## src/rtl/core/sst_pkg.sv

```systemverilog
package sst_pkg;

  // Default number of entries in the store
  localparam int CAPACITY_DEF = 64;

  // Reset value of the capacity limit register
  localparam logic [6:0] LIMIT_RESET = 7'd64;

  // Request kinds
  typedef enum logic [1:0] {
    KIND_INSERT = 2'd0,
    KIND_REMOVE = 2'd1,
    KIND_TEST   = 2'd2,
    KIND_POP    = 2'd3
  } kind_t;

  // Result status codes
  typedef enum logic [1:0] {
    ST_DONE   = 2'd0,
    ST_MISS   = 2'd1,
    ST_FULL   = 2'd2,
    ST_EMPTY  = 2'd3
  } status_t;

  // Shift command broadcast to the cell row
  typedef enum logic [1:0] {
    SHIFT_HOLD = 2'd0,
    SHIFT_INS  = 2'd1,
    SHIFT_REM  = 2'd2
  } shift_t;

  // Broadcast to every cell: shift command and the request element
  typedef struct packed {
    shift_t      op;
    logic [31:0] elem;
  } cell_ctl_t;

  // Flip the sign bit so unsigned order matches signed order
  function automatic logic [31:0] order_key(input logic [31:0] v);
    order_key = {~v[31], v[30:0]};
  endfunction

endpackage

```

## src/rtl/core/sst_cell.sv

```systemverilog
module sst_cell (
  input  logic                clk,
  input  logic                rst,
  input  sst_pkg::cell_ctl_t  ctl,
  input  logic                occupied,
  input  logic                prev_lt,
  input  logic [31:0]         prev_value,
  input  logic [31:0]         next_value,
  output logic [31:0]         value,
  output logic                lt,
  output logic                eq
);
  import sst_pkg::*;

  logic [31:0] value_next;

  // Pick the new entry: keep, take the request element, or take from the lower neighbor or the upper one
  always_comb begin
    value_next = value;
    unique case (ctl.op)
      SHIFT_INS: begin
        if (!lt) value_next = prev_lt ? ctl.elem : prev_value;
      end
      SHIFT_REM: begin
        if (!lt) value_next = next_value;
      end
      SHIFT_HOLD: begin
        value_next = value;
      end
      default: begin
        value_next = value;
      end
    endcase
  end

  // Hold the entry
  always_ff @(posedge clk) begin
    value <= value_next;
  end

  // Register the compare against the request element
  always_ff @(posedge clk) begin
    if (rst) begin
      lt <= 1'b0;
      eq <= 1'b0;
    end else begin
      lt <= occupied && (order_key(value) < order_key(ctl.elem));
      eq <= occupied && (value == ctl.elem);
    end
  end

endmodule

```

## config.mk

```make
export PLATFORM = sky130hd
export DESIGN_NAME = sst_cell
export DESIGN_NICKNAME = d
export VERILOG_FILES = /design/src/rtl/core/sst_pkg.sv /design/src/rtl/core/sst_cell.sv
export SDC_FILE = /design/constraint.sdc
export NUM_CORES = 1
export LEC_CHECK = 0
export ABC_AREA = 1
export BUFFER_PORTS_ARGS = -buffer_cell sky130_fd_sc_hd__buf_2
export CORE_MARGIN = 2
export CORE_UTILIZATION = 46
export DETAILED_ROUTE_END_ITERATION = 10
export PLACE_DENSITY_LB_ADDON = 0.15
export SETUP_SLACK_MARGIN = 0.15
export SYNTH_ARGS = -nofsm -noshare
export SYNTH_HDL_FRONTEND = slang
export SYNTH_SLANG_ARGS = --single-unit
```

## constraint.sdc

```tcl
create_clock -name clk -period 3.3 [get_ports clk]
set_clock_uncertainty 0.05 [all_clocks]
set_input_delay 0.165 -clock clk [delete_from_list [all_inputs] [get_ports clk]]
set_output_delay 0.165 -clock clk [all_outputs]
set_load 0.02 [all_outputs]
```

==> results of run 1 <==
## state kept, by name, summed over array words and instances, names as in the netlist
name   flops
value     32
eq         1
lt         1
## synth_stat cells
library cell	number
a21o_1	1
a21oi_1	33
a31oi_1	2
buf_2	7
buf_6	3
clkbuf_1	3
dfxtp_1	2
edfxtp_1	32
ha_1	32
inv_1	56
inv_2	1
nand2_1	48
nand3_1	8
nand3b_1	1
nand4_1	1
nor2_1	50
nor3_1	2
nor4_1	1
o211ai_1	10
o21a_1	1
o21ai_0	4
o21ai_1	23
o21ai_2	5
or2_1	1
## worst paths after layout
path	startpoint	to	slack [ps]	cells past startpoint
setup / recovery	lt$_SDFF_PP0_	value[25]$_DFFE_PP_	1690	1
hold / removal	next_value[22]	value[22]$_DFFE_PP_	130	3
setup reg to reg	lt$_SDFF_PP0_	value[25]$_DFFE_PP_	1690	1
hold reg to reg	lt$_SDFF_PP0_	value[0]$_DFFE_PP_	760	1
## layout make-up
cell class / instances / area, um^2
timing repair buffer: 136 / 683
tap: 72 / 90.1
inverter: 57 / 214
sequential: 34 / 1000
multi-input combinational: 223 / 1300
fill: 527 / 2100
clock buffer: 8 / 80.1
## power by group
group	internal [mW]	switching (mW)	total [mW]	leakage, nW
registers	0.525	0.0206	0.545	0.323
logic	0.147	0.210	0.357	1.45
clock network	0.150	0.151	0.301	0.0395
## logic make-up after synthesis
family          after synthesis
compound gates               79
fa+ha+maj                    32
buf+inv                      70
flops                        34
simple gates                112
## stage by stage
step | std cells | setup slack (ps) | power (mW) | util | instance area (um^2)
floorplan | 327 | 513 | 0.782 | - | 2590
global placement | 522 | 1380 | 0.905 | 0.601 | 3290
detailed placement | 522 | 1380 | 0.916 | 0.601 | 3290
CTS | 530 | 1670 | 1.21 | 0.616 | 3370
global route | 530 | 1590 | 1.28 | 0.616 | 3370
finish | 530 | 1690 | 1.20 | 0.616 | 3370
## per-layer routing
layer  routed length [um]  share of wire
met4                   87          0.014
met3                  479          0.078
met2                 2840           0.47
met5                    0              0
met1                 2700           0.44
==> results.py, run 1 <==
metrics = {
    "outcome": {
        "outcome": "complete, no violations",
    },
    "worst_setup_path": {
        "path_buf_inv": 0,
        "cp_cell_sequence": "a21oi_4",
        "critical_path.endpoint_type": "register",
        "max_stage_delay_ps": 820,
        "critPathKind": "reg2reg",
        "cp_max_fo": 32,
        "cp.required_ps": 3160,
        "cp-start-kind": "register",
        "crit_family": "compound AO/OA/AOI/OAI gates",
        "crit_arrival_ps": 1470,
        "slowest_stage": "a21oi_4",
    },
    "grt": {
        "gr-usage-met2": 0.337,
        "grt_busiest_layer": "met2",
        "grt_use_total": 0.197,
        "grt_pass1_wl_mm": 9.62,
        "grt_pass1_vias": 2235,
        "grt_use_met1": 0.240,
        "met3_usage": 0.0489,
        "grt_max_degree": 65,
        "overflow": 0,
        "antenna_found_initial": 0,
    },
    "route": {
        "dr.pass1.iters": 4,
        "ant_nets": 0,
        "drtIter0Drc": 130,
        "drc": 0,
        "wirelength_mm": 6.11,
        "vias": 2543,
        "avgViaCountPerCell": 4.80,
        "routedWlPerCell_um": 11.5,
    },
    "clocking": {
        "cts-buffers-inserted": 5,
        "post_cts_buffers": 0,
        "cts.clk_slew.worst_paths_ps": 70,
        "htreeDepth": 2,
        "ctsRootBufferMaster": "clkbuf_8",
        "cts_tree": "done",
        "clk_latency_ps": 290,
        "cts.path.max_buffers": 2,
        "cts_sinks": 34,
        "postCtsHoldBufs": 0,
        "cts_resized": 0,
    },
    "cells_and_area": {
        "layout_commonest_cell": "buf_2",
        "antennaDiodeCount": 0,
        "drive_gt1_frac": 0.325,
        "fin_nets": 591,
        "areaGrowthSynthToFinish_pct": 30.3,
        "layout_common_cells": "135 x buf_2, 56 x inv_1, 50 x nor2_1, 48 x nand2_1",
    },
    "timing": {
        "rsz0062_at_grt": "false",
        "hold_viol": 0,
        "setup_tns_ps": 0,
        "min_period_ps": 1610,
        "slew_violations": 0,
        "final-setup-viol-count": 0,
        "slew_headroom": 0.280,
        "worst_slew_pin_slew_ps": 1080,
        "period_share": 0.487,
        "finalHoldWorstSlack_ps": 126,
        "fmax_mhz": 622,
    },
    "synthesis": {
        "synth_simple_gate_area_frac": 0.172,
        "synth_area_leaders": "edfxtp_1 37%, ha_1 15%, inv_1 8.1%",
        "synth-seq-cells": 34,
        "synthCells": 327,
        "yosysUniqueCellTypes": 24,
        "synth-compound-area-share": 0.173,
        "post-synth-top-area-cell": "edfxtp_1",
        "syn-cell-area_mm2": 0.00259,
        "synth_mux_area_frac": 0,
        "synth_fp_nets": 461,
        "yosys.area.top_type_share": 0.372,
        "yosysSeqAreaShare": 0.387,
        "yosys.area_share.xor_xnor": 0,
        "avgSynthCellArea_um2": 7.91,
        "synth_top_family_by_area": "compound AO/OA/AOI/OAI gates",
        "yosysWarnings": 0,
        "synthAdderAreaFrac": 0.155,
    },
    "job": {
        "maxCapViolCount": 0,
    },
    "place": {
        "hpwl_mm": 4.74,
        "gp_congestion": 0.730,
        "io_buffers": 135,
    },
    "floorplanning": {
        "core_mm2": 0.00547,
        "start_util": 0.473,
        "num_io_pins": 136,
        "fp.dieH_um": 79.0,
        "die_x_um": 79.0,
        "die-area_mm2": 0.00624,
        "num_rows": 27,
    },
    "min_path": {
        "hp-class": "in2reg",
    },
    "pwr": {
        "ir_drop_uv": 174,
        "power.leakage_nw": 1.81,
        "p_per_area_mw_per_mm2": 357,
    },
}
Note: power is estimated with default switching activity, not from simulation.
==> run 2: changes to the inputs <==
==> constraint.sdc (replaced) <==
create_clock -name clk -period 1.6 [get_ports clk]
set_clock_uncertainty 0.05 [all_clocks]
set_input_delay 0.08 -clock clk [delete_from_list [all_inputs] [get_ports clk]]
set_output_delay 0.08 -clock clk [all_outputs]
set_load 0.02 [all_outputs]
==> results.py, run 2 (same netlist as run 1, synthesis figures left out) <==
metrics = {
    "timing": {
        "fmax_mhz": 691,
        "min_period_ps": 1450,
        "rsz0062_at_grt": "true",
        "setup_ws_ps": 153,
        "worst_slew_pin_slew_ps": 314,
        "setup_tns_ps": 0,
        "period_share": 0.904,
        "slew_violations": 0,
        "hold_viol": 0,
        "final-setup-viol-count": 0,
        "slew_headroom": 0.791,
    },
    "grt": {
        "grt_use_total": 0.209,
        "grt_pass1_vias": 2430,
        "grt_pass1_wl_mm": 10.4,
        "grt_max_degree": 32,
        "antenna_found_initial": 0,
        "overflow": 0,
    },
    "cells_and_area": {
        "regArea_mm2": 0.00100,
        "antennaDiodeCount": 0,
        "layout_common_cells": "135 x buf_2, 55 x inv_1, 48 x nand2_1, 47 x nor2_1",
        "largest_reg_flops": 32,
        "fin_nets": 599,
        "areaGrowthSynthToFinish_pct": 36.4,
        "reg_top3": "value (32), eq (1), lt (1)",
        "layout_commonest_cell": "buf_2",
        "regMostFlops": "value",
        "n_fill_cell": 498,
        "drive_gt1_frac": 0.363,
        "multiInputGateArea_mm2": 0.00136,
    },
    "place": {
        "hpwl_mm": 5.22,
        "place_ws_ps": 80.7,
        "gp_congestion": 0.750,
        "io_buffers": 135,
    },
    "worst_setup_path": {
        "slowest_stage": "edfxtp_1",
        "max_stage_delay_ps": 400,
        "cp_max_fo": 2,
        "crit_end": "lt$_SDFF_PP0_",
        "cp.required_ps": 1770,
        "critical_path.endpoint_type": "register",
        "critPathKind": "reg2reg",
        "worst_r2r_endpoint": "lt$_SDFF_PP0_",
        "reg2reg_from": "value[13]$_DFFE_PP_",
        "crit_arrival_ps": 1620,
        "rrSetupSlack_ps": 150,
        "cp-start-kind": "register",
        "path_buf_inv": 1,
        "cp.depth": 8,
        "cp_cell_sequence": "ha_1, nand2_1, inv_1, o21ai_0, nand2_1, nor2_2, nand2_1, a21oi_1",
        "crit_family": "flip-flops",
        "crit_top_cell": "nand2_1",
        "rr_worst_depth": 8,
        "cp-startpoint": "value[13]$_DFFE_PP_",
    },
    "pwr": {
        "p_per_area_mw_per_mm2": 720,
        "ir_drop_uv": 514,
        "power.leakage_nw": 1.87,
        "total_power_mw": 2.54,
    },
    "route": {
        "vias": 2555,
        "routedWlPerCell_um": 12.0,
        "wirelength_mm": 6.48,
        "dr.pass1.iters": 4,
        "drc": 0,
        "ant_nets": 0,
        "avgViaCountPerCell": 4.75,
        "drtIter0Drc": 105,
    },
    "job": {
        "maxCapViolCount": 0,
    },
    "clocking": {
        "clk_latency_ps": 280,
        "cts.clk_slew.worst_paths_ps": 70,
        "ctsRootBufferMaster": "clkbuf_8",
        "htreeDepth": 2,
        "cts_sinks": 34,
        "cts_tree": "done",
        "cts-buffers-inserted": 5,
        "cts.path.max_buffers": 2,
    },
    "floorplanning": {
        "core_mm2": 0.00547,
        "start_util": 0.473,
        "num_rows": 27,
        "die_x_um": 79.0,
        "fp.dieH_um": 79.0,
        "die-area_mm2": 0.00624,
        "num_io_pins": 136,
    },
    "min_path": {
        "hp-class": "in2reg",
    },
    "outcome": {
        "outcome": "complete, no violations",
    },
}
[run 2: cell count changes in the layout (fill, tap and decap cells not counted), moves of 2 or more]
cell / previous run / this run
nand3_1: 8 / 4
buf_4: 1 / 6
clkbuf_1: 3 / 1
nand3_2: 0 / 4
nor2_2: 0 / 2
buf_12: 0 / 3
nor2_1: 50 / 47
[run 2: layer usage]
| metal | track usage | vias up | share of wire |
|---|---|---|---|
| met3 | 0.0534 | 7 | 0.073 |
| met2 | 0.374 | 85 | 0.48 |
| met5 | 0 | - | 0 |
| met1 | 0.245 | 1101 | 0.43 |
| li1 | - | 1362 | - |
| met4 | 0.0603 | 0 | 0.014 |
[run 2: stage by stage]
stage / cells / hold WS (ps) / util / cell area [um^2]
floorplan: 327 / 245 / - / 2610
global placement: 528 / 333 / 0.617 / 3380
detailed placement: 528 / 337 / 0.617 / 3380
CTS: 536 / 40.4 / 0.635 / 3480
global route: 538 / 40.8 / 0.645 / 3530
finish: 538 / 47.1 / 0.645 / 3530
[run 2: worst min-delay path: cells and delay by family]
kind	cells	cell delay (ps)
buffers and inverters	1	70
and+or+nand+nor	2	110
[run 2: final cells by class]
class | count | area share
sequential | 34 | 0.284
tap | 72 | 0.0255
clock buffer | 6 | 0.0206
timing repair buffer | 144 | 0.221
clock inverter | 2 | 0.00248
multi-input combinational | 223 | 0.385
inverter | 57 | 0.0613
[run 2: worst min-delay path by stage]
stage,slack [ps],start,endpoint,cells past startpoint
6_report,50,next_value[11],value[11]$_DFFE_PP_,3
5_1_grt,40,next_value[23],value[23]$_DFFE_PP_,3
4_1_cts,40,next_value[19],value[19]$_DFFE_PP_,3
3_5_place_dp,340,next_value[19],value[19]$_DFFE_PP_,3
3_3_place_gp,330,next_value[27],value[27]$_DFFE_PP_,3
2_1_floorplan,240,next_value[13],value[13]$_DFFE_PP_,2
[run 2: where the power goes]
part           internal (mW)  switching [mW]
combinational          0.347           0.468
clock                  0.299           0.303
sequential              1.08          0.0416
total                   1.73           0.813
[run 2: what timing repair did]
item                                    4_1_cts  5_1_grt
setup buffers                                 0        2
endpoints found under the setup margin        2        2
gates resized for setup                       5        6
pin swaps                                     2        0
hold buffers                                  0        0
==> run 3: changes to the inputs <==
--- a/config.mk
+++ b/config.mk
@@ -7,6 +7,7 @@
 export LEC_CHECK = 0
 export ABC_AREA = 1
 export BUFFER_PORTS_ARGS = -buffer_cell sky130_fd_sc_hd__buf_2
+export CORE_ASPECT_RATIO = 0.7
 export CORE_MARGIN = 2
 export CORE_UTILIZATION = 46
 export DETAILED_ROUTE_END_ITERATION = 10
==> results.py, run 3 (same netlist as run 1, synthesis figures left out) <==
metrics = {
    "floorplanning": {
        "num_io_pins": 136,
        "num_rows": 22,
        "die_x_um": 93.6,
        "fp.dieH_um": 66.7,
        "core_mm2": 0.00534,
        "start_util": 0.484,
        "die-area_mm2": 0.00625,
    },
    "route": {
        "ant_nets": 0,
        "dr.pass1.iters": 4,
        "wirelength_mm": 6.98,
        "vias": 2647,
        "drtIter0Drc": 120,
        "drc": 0,
        "routedWlPerCell_um": 12.9,
        "avgViaCountPerCell": 4.87,
    },
    "clocking": {
        "clk_latency_ps": 290,
        "cts.path.max_buffers": 2,
        "cts.clk_slew.worst_paths_ps": 70,
        "cts_sinks": 34,
        "cts_tree": "done",
        "ctsRootBufferMaster": "clkbuf_8",
        "postCtsHoldBufs": 0,
        "htreeDepth": 2,
        "cts-buffers-inserted": 5,
    },
    "pwr": {
        "swShare": 0.323,
        "p_seq_frac": 0.422,
        "ir_drop_uv": 400,
        "p_per_area_mw_per_mm2": 722,
        "p_sw_mw": 0.863,
        "pwr-share-comb": 0.332,
        "clockPowerShare": 0.246,
        "power.leakage_nw": 1.91,
        "p_int_mw": 1.81,
    },
    "worst_setup_path": {
        "crit_arrival_ps": 1660,
        "cp-startpoint": "value[15]$_DFFE_PP_",
        "critPathKind": "reg2reg",
        "cp.required_ps": 1780,
        "reg2reg_from": "value[15]$_DFFE_PP_",
        "critical_path.endpoint_type": "register",
        "cp-start-kind": "register",
        "cp_max_fo": 2,
    },
    "grt": {
        "grt_pass1_vias": 2356,
        "overflow": 0,
        "grt_max_degree": 43,
        "grt_use_total": 0.220,
        "antenna_found_initial": 0,
        "grt_pass1_wl_mm": 10.5,
    },
    "timing": {
        "hold_viol": 0,
        "period_share": 0.926,
        "final-setup-viol-count": 0,
        "slew_violations": 0,
        "setup_tns_ps": 0,
        "rsz0062_at_grt": "true",
        "fmax_mhz": 675,
        "worst_slew_pin_slew_ps": 316,
        "slew_headroom": 0.789,
        "min_period_ps": 1480,
    },
    "place": {
        "gp_congestion": 0.755,
        "io_buffers": 135,
        "hpwl_mm": 5.22,
        "place_area_mm2": 0.00336,
    },
    "job": {
        "maxCapViolCount": 0,
    },
    "cells_and_area": {
        "antennaDiodeCount": 0,
        "final_area_mm2": 0.00370,
        "drive_gt1_frac": 0.399,
        "layout_commonest_cell": "buf_2",
        "fin_util": 0.693,
        "largest_reg_flops": 32,
        "fin_nets": 604,
        "reg_top3": "value (32), eq (1), lt (1)",
        "areaGrowthSynthToFinish_pct": 43.1,
        "regMostFlops": "value",
        "layout_common_cells": "135 x buf_2, 54 x inv_1, 47 x nand2_1, 47 x nor2_1, 32 x edfxtp_1",
    },
    "min_path": {
        "worstHoldStart": "next_value[11]",
        "hp-class": "in2reg",
    },
    "outcome": {
        "outcome": "complete, no violations",
    },
}
## run 3: cell count changes in the layout (fill, tap and decap cells not counted), moves of 2 or more
| cell | delta |
|---|---|
| ha_1 | -7 |
| ha_4 | +7 |
| buf_4 | +6 |
| a21oi_1 | -2 |
| a21oi_2 | +2 |
| nand3_4 | +2 |
## run 3: final timing paths
kind                            slack, ps             endpoint  cells past startpoint
worst min-delay path                   50  value[11]$_DFFE_PP_                      3
worst min register to register        750   value[7]$_DFFE_PP_                      2
worst max register to register        120        lt$_SDFF_PP0_                      7
worst max-delay path                  120        lt$_SDFF_PP0_                      7
## run 3: power groups by stage
stage / Clock, mW / Sequential, mW / Combinational [mW]
2_1_floorplan: 0 / 1.23 / 0.383
3_3_place_gp: 0 / 1.14 / 0.763
3_5_place_dp: 0 / 1.14 / 0.781
4_1_cts: 0.677 / 1.12 / 0.824
5_1_grt: 0.700 / 1.14 / 0.996
6_report: 0.657 / 1.13 / 0.887
## run 3: final cells by class
class / count / area (um^2)
fillers: 475 / 1640
multi-input cells: 223 / 1500
flip-flops and latches: 34 / 1000
repair buffers: 149 / 806
inverters: 57 / 216
well taps: 72 / 90.1
clock buffers: 7 / 86.3
clock inverters: 1 / 5.00
## run 3: per-layer routing
metal | routed length [um] | part of all wire | GRT usage | vias to the layer above
li1 | - | - | - | 1376
met1 | 3210 | 0.46 | 0.287 | 1155
met2 | 3050 | 0.44 | 0.359 | 105
met3 | 617 | 0.088 | 0.0611 | 11
met4 | 106 | 0.015 | 0.0652 | 0
met5 | 0 | 0 | 0 | -
## run 3: stage by stage
stage	power [mW]	std cells	hold slack [ps]	setup slack, ps
after floorplan	1.62	327	245	-19.2
after global placement	1.90	528	334	95.3
after detailed placement	1.92	528	337	77.9
after CTS	2.62	541	36.4	135
after global routing	2.83	543	47.1	20.1
final	2.67	543	45.9	119
## run 3: what timing repair did
action                                  in CTS  in global routing
endpoints found under the hold margin        0                  0
setup buffers                                5                  2
pin swaps                                   10                 10
endpoints found under the setup margin       2                  2
cloned                                       0                  0
resized for setup                           10                 19
## run 3: critical path, stage by stage, from the launching register on
cell      delay [ps]
edfxtp_1         440
ha_4             270
buf_4            130
a21oi_2          130
nand2_1           80
nor2_2           130
nand2_1           80
a21oi_1          120
